[config.mk]
export PLATFORM = sky130hd
export DESIGN_NAME = phtc_cell
export DESIGN_NICKNAME = d
export VERILOG_FILES = /design/src/rtl/assert_macros.svh /design/src/rtl/phtc_pkg.sv /design/src/rtl/phtc_cell.sv
export SDC_FILE = /design/constraint.sdc
export NUM_CORES = 1
export LEC_CHECK = 0
export BUFFER_PORTS_ARGS = -buffer_cell sky130_fd_sc_hd__buf_4
export CAP_MARGIN = 20
export CORE_MARGIN = 5
export CORE_UTILIZATION = 48
export DETAILED_ROUTE_END_ITERATION = 8
export GPL_TIMING_DRIVEN = 0
export PLACE_DENSITY = 0.78
export SETUP_SLACK_MARGIN = 0.2
export SYNTH_ARGS = -nofsm -noshare
export SYNTH_HDL_FRONTEND = slang
export SYNTH_SLANG_ARGS = --single-unit
[constraint.sdc]
create_clock -name clk -period 5.7 [get_ports clk]
set_clock_uncertainty 0.1 [all_clocks]
set_input_delay 0.855 -clock clk [delete_from_list [all_inputs] [get_ports clk]]
set_output_delay 0.855 -clock clk [all_outputs]
set_load 0.02 [all_outputs]
[src/rtl/assert_macros.svh]
// assertion helper macros for the rtl folder
`ifndef ASSERT_MACROS_SVH
`define ASSERT_MACROS_SVH
`ifndef ASSERT_OFF
`define ASSERT_IMPL(lbl, clk, rst_n, prop, msg) \
	lbl: assert property (@(posedge clk) disable iff (!rst_n) (prop)) else $error(msg);
`define ASSERT_NEXT(lbl, clk, rst_n, ante, cons, msg) \
	lbl: assert property (@(posedge clk) disable iff (!rst_n) (ante) |=> (cons)) else $error(msg);
`else
`define ASSERT_IMPL(lbl, clk, rst_n, prop, msg)
`define ASSERT_NEXT(lbl, clk, rst_n, ante, cons, msg)
`endif
`endif

[src/rtl/phtc_pkg.sv]
`timescale 1ns / 1ps
// ----------------------------------------------------------------------------
// phtc_pkg
// types and constants shared by the host traffic counter table
// ----------------------------------------------------------------------------
package phtc_pkg;
	localparam int unsigned DefaultEntries = 128;
	localparam logic [15:0] Ipv4Type = 16'h0800;
	localparam logic [47:0] ByteMax = {48{1'b1}};
	localparam logic [31:0] PktMax = {32{1'b1}};

	typedef struct packed {
		logic [15:0] frame_type;
		logic [31:0] source_address;
		logic [31:0] dest_address;
		logic [15:0] frame_length;
	} phtc_in_t;

	typedef struct packed {
		logic        counted;
		logic        source_ok;
		logic [6:0]  source_slot;
		logic [47:0] source_tx_total;
		logic [31:0] source_packet_total;
		logic [15:0] source_peak;
		logic        dest_ok;
		logic [6:0]  dest_slot;
		logic [47:0] dest_rx_total;
		logic [31:0] dest_packet_total;
		logic [15:0] dest_peak;
		logic [7:0]  entries_used;
	} phtc_out_t;

	// per-entry counters
	typedef struct packed {
		logic [31:0] addr;
		logic [47:0] tx;
		logic [47:0] rx;
		logic [31:0] pkt;
		logic [15:0] peak;
	} phtc_entry_t;

	// operation broadcast down the row of cells
	typedef struct packed {
		logic        valid;
		logic        is_tx;
		logic [31:0] addr;
		logic [15:0] len;
	} phtc_op_t;

	// result of one cell handed to its neighbor (first match wins)
	typedef struct packed {
		logic        hit;
		phtc_entry_t entry;
	} phtc_hit_t;

	function automatic phtc_entry_t phtc_apply(phtc_entry_t e, logic is_tx,
			logic [15:0] len);
		phtc_entry_t r;
		logic [48:0] s;
		r = e;
		s = {1'b0, (is_tx ? e.tx : e.rx)} + {33'd0, len};
		if (is_tx) r.tx = s[48] ? ByteMax : s[47:0];
		else r.rx = s[48] ? ByteMax : s[47:0];
		if (e.pkt != PktMax) r.pkt = e.pkt + 32'd1;
		if (len > e.peak) r.peak = len;
		return r;
	endfunction
endpackage

[src/rtl/phtc_cell.sv]
`timescale 1ns / 1ps
// ----------------------------------------------------------------------------
// phtc_cell
// one table entry: compare, update in place, pass the match result along
// ----------------------------------------------------------------------------
module phtc_cell import phtc_pkg::*; (
	input  logic        clk,
	input  phtc_op_t    op,
	input  logic        is_append,
	input  logic        in_use,
	input  phtc_hit_t   prev_hit,
	output phtc_hit_t   next_hit
);
	phtc_entry_t entry_q;
	logic        match;
	phtc_entry_t base;

	assign match = op.valid && in_use && (entry_q.addr == op.addr);

	// a fresh entry starts from zeroed counters
	always_comb begin
		base = entry_q;
		if (is_append) begin
			base = '0;
			base.addr = op.addr;
		end
	end

	always_ff @(posedge clk) begin
		if (op.valid && (match || is_append))
			entry_q <= phtc_apply(base, op.is_tx, op.len);
	end

	// chain result: pass on an earlier hit, else report this cell
	always_comb begin
		next_hit = prev_hit;
		if (!prev_hit.hit && (match || (op.valid && is_append))) begin
			next_hit.hit = 1'b1;
			next_hit.entry = phtc_apply(base, op.is_tx, op.len);
		end
	end
endmodule

After elaboration in Yosys (flattened, before gate mapping). Index checks and enable logic that the tools add are counted.

$add $sub $neg: 2. $lt $le $gt $ge: 1. Equality and inequality tests: 2. Muxes and demuxes: 8. Reductions and logical operators: 8.

Operators by type and width (count): $mux W48 (4); $mux W177 (1); $mux W176 (1); $add A48 B16 Y49 (1); $add A32 B1 Y32 const B (1); $eq A32 B32 Y1 (1); $mux W32 (1); $ne A32 B32 Y1 const B (1); $gt A16 B16 Y1 (1); $mux W16 (1); $logic_and A1 B1 Y1 (5); $logic_or A1 B1 Y1 (2); $logic_not A1 Y1 (1).

Register bits after elaboration: 176. Input bits: 230. Output and inout port bits: 177. Logic and storage cells: 26.

Logic depth before layout (Yosys ltp). Gate-level depths: netlist (run 1).

Word-level depth: 6. Gate-level depth with buffers: 20. Gate-level depth less buffers: 13.

Worst setup path after synthesis (run 1). No wires, ideal clock.

Path kind: input -> output. Start point: input is_append. End point: output next_hit[92] (netlist bit). Arrival time: 4.981 ns. Required time: 4.745 ns. Path slack: -0.236 ns. Stages: 18. Path buffers: 8. Cells stage by stage: buf_2 buf_2 buf_2 buf_1 buf_2 clkbuf_1 buf_1 nor2_1 ha_1 clkbuf_1 nand2_1 o21ai_1 o2bb2ai_1 a211o_4 nor2_8 nor2_1 a41o_1 o31ai_1.

RTL lines: from (decl) (line phtc_cell.sv:9) `input logic is_append,`; to (decl) (line phtc_cell.sv:12) `output phtc_hit_t next_hit`.

==> impl_metrics.py, run 1 <==
metrics = {
    "clock_tree": {
        "htree_levels": 4,
        "cts_root_buf": "clkbuf_16",
        "path_clk_slew_ns": 0.08,
        "numCtsBuffers": 17,
        "clkSinkCount": 176,
        "cts_buffer_depth": 2,
        "cts_tree": "yes",
        "insertion_delay_ns": 0.45,
    },
    "floorplanning": {
        "core-area_sq_um": 28500,
        "die_h_microns": 180,
        "rows": 62,
        "initial_core_util_pct": 48.4,
        "io_pins": 407,
        "die_x_microns": 180,
        "die-area_sq_um": 32300,
    },
    "power_and_ir_drop": {
        "p_sw_share_pct": 33.3,
        "leakage_nw": 8.28,
        "power_frac_seq_pct": 38.0,
        "clockPowerShare_pct": 29.9,
        "p_per_area_nw_per_um2": 203,
        "power_frac_comb_pct": 32.1,
        "intPower_mw": 2.74,
        "p_sw_mw": 1.36,
        "ir_drop_uv": 186,
    },
    "finish": {
        "largest_reg_flops": 176,
        "fillers": 2113,
        "regMostFlops": "entry_q",
        "nNetsFinal": 2165,
        "final_layout_size_suffix_gt1_share_pct": 48.9,
        "fin_util_pct": 70.9,
        "reg_top3": "entry_q (176)",
        "final_cell_mix": "buf_4, edfxtp_1, mux2_2, nand2_1, nor2_1",
        "final_common_cell": "buf_4",
        "antenna_cells": 0,
        "area.growth.synth_to_final_pct": 46.5,
        "fin_cells": 2298,
    },
    "sta": {
        "fin_ws_ns": -0.0201,
        "maxSlewViolCount": 0,
        "rsz0062_at_grt": "true",
        "slew-limit-headroom_pct": 27.5,
        "fmax_mhz": 175,
        "setup-violations-final": 2,
        "hold_viol_final": 0,
        "fin_crit_ns": 5.72,
        "tightest_slew_ns": 1.09,
        "finalCritPeriodShare_pct": 100,
    },
    "placement": {
        "gp_routability_congestion": 1.02,
        "portBuffers": 406,
        "place_ws_ns": -2.25,
        "numPlacedInstances": 2183,
        "dpl.hpwl_microns": 43300,
    },
    "synthesis": {
        "avgSynthCellArea_sq_um": 9.96,
        "synthMuxAreaShare_pct": 18.7,
        "yosys.area_share.simple_pct": 18.6,
        "synth-xor-area-share_pct": 5.01,
        "synth_top_area_share_pct": 38.2,
        "yosys.area.top_type": "edfxtp_1",
        "netlist_area_sq_um": 13800,
        "syn-instance-count": 1388,
        "ys_ff_latch": 176,
        "syn-num-nets": 1652,
        "ys.flop_type": "edfxtp_1",
        "synth_area_leaders": "edfxtp_1, mux2_2, nand2_1",
        "synth-compound-area-share_pct": 13.0,
        "yosys_warnings": 0,
        "synth_top_family_by_area": "multiplexers",
        "yosys.area_share.adder_pct": 3.13,
        "synth_edf_count": 176,
        "yosysSeqAreaShare_pct": 38.2,
        "async_reset_ff_share_pct": 0,
        "synth_cell_type_count": 87,
    },
    "status": {
        "status": "finished, violations left",
        "violations": "negative setup slack",
    },
    "drt": {
        "first_iter_violations": 1739,
        "route.detailed.vias_per_inst": 6.25,
        "drt-pass1-iter-count": 6,
        "drt-wirelength-per-cell_microns": 25.9,
        "wl_microns": 59500,
        "ant_nets": 0,
        "drc": 0,
        "vias": 14400,
    },
    "flow_run": {
        "maxCapViolCount": 0,
    },
    "grt": {
        "antenna_found_initial": 1,
        "grt_max_degree": 38,
        "grt_pass1_vias": 14100,
        "grt_overflow_total": 0,
        "track_usage_pct": 33.8,
        "grt_pass1_wl_microns": 85200,
    },
    "setup_path": {
        "startpoint_type": "input port",
        "cp_max_fo": 8,
        "worstSetupEndpointType": "output pin",
        "worst_r2r_path_depth": 9,
        "required_ns": 4.74,
        "critPathKind": "input port to output pin",
        "r2r-start": "entry_q[145]",
        "worstReg2RegEnd": "entry_q[40]",
        "reg2reg_slack_ns": 1.77,
        "arrival_ns": 4.77,
    },
    "min_path": {
        "worstHoldStart": "entry_q[53]",
        "min_to": "entry_q[53]",
        "holdPathStages": 2,
        "hp-class": "flop to flop",
    },
}
==> how the worst max path moves through the flow <==
stage,start,slack (ns),cells after the start,endpoint
floorplan,op[48],0.21,20,next_hit[70]
global placement,is_append,-2.31,21,next_hit[65]
detailed placement,is_append,-2.25,20,next_hit[111]
CTS,op[48],0.20,21,next_hit[111]
global route,op[48],-0.04,23,next_hit[92]
finish,op[48],-0.02,23,next_hit[92]
==> what timing repair did <==
item | 4_1_cts | 5_1_grt
pin swaps | 26 | 56
setup buffers | 42 | 39
cloned | 1 | 2
hold buffers | 0 | 0
setup endpoints to repair | 223 | 128
gates resized for setup | 191 | 159
==> synth_stat cells (25+ instances only) <==
master / n
mux2_2: 190
edfxtp_1: 176
nand2_1: 171
nor2_1: 94
nand3_1: 58
a21oi_1: 51
mux2i_1: 41
xnor2_1: 40
xor2_1: 39
nor2b_1: 36
clkbuf_1: 33
ha_1: 33
o21ai_0: 33
a31oi_1: 32
inv_1: 31
and3_1: 25
nand4_1: 25
==> per-layer routing <==
metal  track usage (%)  routed length [microns]
met5                 0                       18
met4              14.8                     3550
met3              8.99                     6660
met2              57.2                    28100
met1              40.5                    21100
==> worst max-delay path, cell delays in order <==
cell      delay (ns)
buf_12          0.11
buf_8           0.12
buf_12          0.12
buf_12          0.12
buf_12          0.12
buf_12          0.12
buf_12          0.14
buf_8           0.13
mux2i_1         0.12
nor2_1          0.19
inv_1           0.09
fa_2            0.39
nor2b_4         0.14
o31a_1          0.24
a21oi_4         0.10
buf_12          0.14
a211oi_4        0.35
buf_4           0.19
and3_4          0.19
nor2_2          0.04
a41o_1          0.25
o31ai_4         0.31
buf_6           0.17
==> cell families (layout without fill, tap and decap cells) <==
family                   count (synthesis)  after routing
adder cells (fa/ha/maj)                 34             34
flip-flops                             176            176
XOR/XNOR                                79             79
AO/OA/AOI/OAI                          248            248
multiplexers                           234            234
buffers and inverters                  108            634
AND/OR/NAND/NOR                        509            509
==> power by group through the flow <==
stage	clock (mW)	combinational, mW	sequential [mW]
2_1_floorplan	0	0.619	1.57
3_3_place_gp	0	1.07	1.59
3_5_place_dp	0	1.10	1.58
4_1_cts	1.21	1.21	1.55
5_1_grt	1.26	1.38	1.56
6_report	1.23	1.32	1.56
==> final cells by class <==
cell class | count | area (sq um) | area share (%)
buffer | 76 | 692 | 3.42
clock buffer | 18 | 429 | 2.12
clock inverter | 14 | 145 | 0.717
inverter | 31 | 120 | 0.593
multi-input combinational | 1104 | 9080 | 44.8
sequential | 176 | 5290 | 26.1
tap | 384 | 480 | 2.37
timing repair buffer | 495 | 4020 | 19.8
==> per-stage QoR <==
stage          hold WS [ns]  setup TNS, ns  area, sq um  total power [mW]
2_1_floorplan         0.432              0        13900              2.19
3_3_place_gp          0.451        -521.85        17400              2.66
3_5_place_dp          0.461        -242.12        17500              2.68
4_1_cts               0.480              0        19200              3.97
5_1_grt               0.507        -0.0730        20200              4.20
6_report              0.488        -0.0280        20200              4.10
No activity file was read; power rests on OpenSTA's default activity.
==> run 2, diff against run 1 <==
==> constraint.sdc (replaced) <==
create_clock -name clk -period 5.7 [get_ports clk]
set_clock_uncertainty 0.1 [all_clocks]
set_input_delay 0.285 -clock clk [delete_from_list [all_inputs] [get_ports clk]]
set_output_delay 0.285 -clock clk [all_outputs]
set_load 0.02 [all_outputs]
==> run 2 against run 1 <==
  * The flow now finishes without violations
  * Wire length shrank 6.2%
  * Maximum frequency grew 4.3%
  * Non-clock buffer count shrank 75
  * Die area is the same
  * Sequential share of layout area grew 2.7 points
  * Worst hold slack lost 0.41 ns
  * Register-to-register slack gained 0.27 ns
  * Flip-flop and latch count is the same
  * First-iteration DRC count shrank 15%
  * Cell count shrank 3.3%
  * Setup slack gained 0.24 ns
  * Critical path type unchanged
  * Largest cell class unchanged
==> impl_metrics.py, run 2 (synthesis gave the netlist of run 1 again) <==
metrics = {
    "grt": {
        "track_usage_pct": 32.9,
        "grt_max_degree": 123,
        "grt_overflow_total": 0,
        "grt_pass1_vias": 13500,
        "grt_pass1_wl_microns": 81900,
        "antenna_found_initial": 2,
    },
    "drt": {
        "drt-pass1-iter-count": 6,
        "vias": 13600,
        "m1WireLength_microns": 20700,
        "wl_met3_microns": 5970,
        "route.met2.wl_microns": 26600,
        "drc": 0,
        "drt-wirelength-per-cell_microns": 25.1,
        "first_iter_violations": 1471,
        "route.detailed.vias_per_inst": 6.12,
        "ant_nets": 0,
        "highest_layer": "met5",
        "wl_microns": 55800,
    },
    "finish": {
        "final_cell_mix": "buf_4, mux2_2, edfxtp_1, nand2_1, nor2_1",
        "nNetsFinal": 2090,
        "fillers": 2405,
        "stdcell_area_sq_um": 18400,
        "final_layout_size_suffix_gt1_share_pct": 41.2,
        "reg_top3": "entry_q (176)",
        "final_common_cell": "buf_4",
        "largest_reg_flops": 176,
        "regMostFlops": "entry_q",
        "area.growth.synth_to_final_pct": 32.9,
        "fin_cells": 2223,
    },
    "sta": {
        "fin_crit_ns": 5.48,
        "hold_viol_final": 0,
        "maxSlewViolCount": 0,
        "fmax_mhz": 182,
        "slew-limit-headroom_pct": 27.3,
        "tightest_slew_ns": 1.09,
        "finalCritPeriodShare_pct": 96.2,
        "fin_ws_ns": 0.216,
        "finalSetupTns_ns": 0,
        "setup-violations-final": 0,
        "rsz0062_at_grt": "true",
    },
    "min_path": {
        "holdPathStages": 2,
        "hp-class": "input port to flop",
    },
    "power_and_ir_drop": {
        "power_frac_comb_pct": 29.1,
        "leakage_nw": 7.50,
        "p_sw_mw": 1.26,
        "ir_drop_uv": 203,
        "intPower_mw": 2.66,
        "total_power_mw": 3.91,
        "clockPowerShare_pct": 31.1,
        "p_sw_share_pct": 32.1,
        "p_per_area_nw_per_um2": 213,
        "power_frac_seq_pct": 39.8,
    },
    "floorplanning": {
        "die-area_sq_um": 32300,
        "die_h_microns": 180,
        "die_x_microns": 180,
        "io_pins": 407,
        "core-area_sq_um": 28500,
        "rows": 62,
        "initial_core_util_pct": 48.4,
    },
    "clock_tree": {
        "cts_root_buf": "clkbuf_16",
        "htree_levels": 4,
        "path_clk_slew_ns": 0.08,
        "clkSinkCount": 176,
        "cts_buffer_depth": 2,
        "hold_buffers": 0,
        "cts_tree": "yes",
        "insertion_delay_ns": 0.45,
        "numCtsBuffers": 17,
    },
    "setup_path": {
        "setup.worst_path.start": "is_append",
        "worstSetupEndpointType": "output pin",
        "startpoint_type": "input port",
        "cp-endpoint": "next_hit[110]",
        "r2r-start": "entry_q[155]",
        "arrival_ns": 5.10,
        "critPathKind": "input port to output pin",
        "worst_r2r_path_depth": 7,
        "reg2reg_slack_ns": 2.04,
        "required_ns": 5.32,
        "worstReg2RegEnd": "entry_q[137]",
        "cp_max_fo": 10,
    },
    "placement": {
        "portBuffers": 406,
        "dpl.hpwl_microns": 43200,
        "place_ws_ns": -2.22,
        "gp_routability_congestion": 1.01,
        "numPlacedInstances": 2179,
        "dpl-instance-area_sq_um": 17400,
    },
    "status": {
        "status": "completed",
    },
    "flow_run": {
        "maxCapViolCount": 0,
    },
}
## run 2: worst min path at each step
stage | from | to | slack [ns]
after floorplan | op[39] | entry_q[167] | 0.42
after global placement | entry_q[60] | entry_q[60] | 0.45
after detailed placement | entry_q[53] | entry_q[53] | 0.47
after CTS | op[19] | entry_q[147] | 0.07
after global routing | op[37] | entry_q[165] | 0.08
final | op[19] | entry_q[147] | 0.08
## run 2: per-layer routing
layer  GRT usage (%)  vias up
li1                -     6081
met1            40.1     6467
met2            55.1      895
met3            8.85      154
met4            13.9        2
met5               0        -
## run 2: stage by stage
step / utilization (%) / hold WS [ns]
3_5_place_dp: 60.9 / 0.465
6_report: 64.3 / 0.0767
5_1_grt: 64.3 / 0.0782
2_1_floorplan: - / 0.419
3_3_place_gp: 60.8 / 0.452
4_1_cts: 63.7 / 0.0708
## run 2: final cells by class
class | count | area [sq um] | share of cell area (%)
multi-input cells | 1104 | 8300 | 45.2
clock inverters | 13 | 150 | 0.817
flip-flops and latches | 176 | 5290 | 28.8
inverters | 31 | 124 | 0.674
diodes | 1 | 2.50 | 0.0136
clock buffers | 18 | 429 | 2.34
plain buffers | 76 | 427 | 2.32
well taps | 384 | 480 | 2.62
repair buffers | 420 | 3170 | 17.3
## run 2: worst max-delay path: stages
cell and delay, ns:
buf_4 0.19, buf_4 0.26, buf_6 0.23, buf_6 0.22
buf_6 0.25, buf_4 0.27, clkbuf_4 0.27, buf_2 0.26
nor2_1 0.08, ha_1 0.22, inv_1 0.09, fa_1 0.19
nor2b_1 0.07, o31a_1 0.30, a21oi_4 0.31, a211oi_1 0.17
a21o_1 0.20, o21ai_0 0.42, a22o_1 0.41, mux2_2 0.22
buf_4 0.14
## run 2: power by group through the flow
stage	combinational (mW)	clock [mW]	sequential [mW]
finish	1.14	1.22	1.56
global route	1.20	1.27	1.56
CTS	1.12	1.22	1.55
detailed placement	1.09	0	1.58
global placement	1.07	0	1.59
floorplan	0.615	0	1.57
## run 2: timing repair
action	4_1_cts	5_1_grt
pin swaps	2	6
setup buffers	4	9
setup endpoints to repair	202	84
resized for setup	56	33
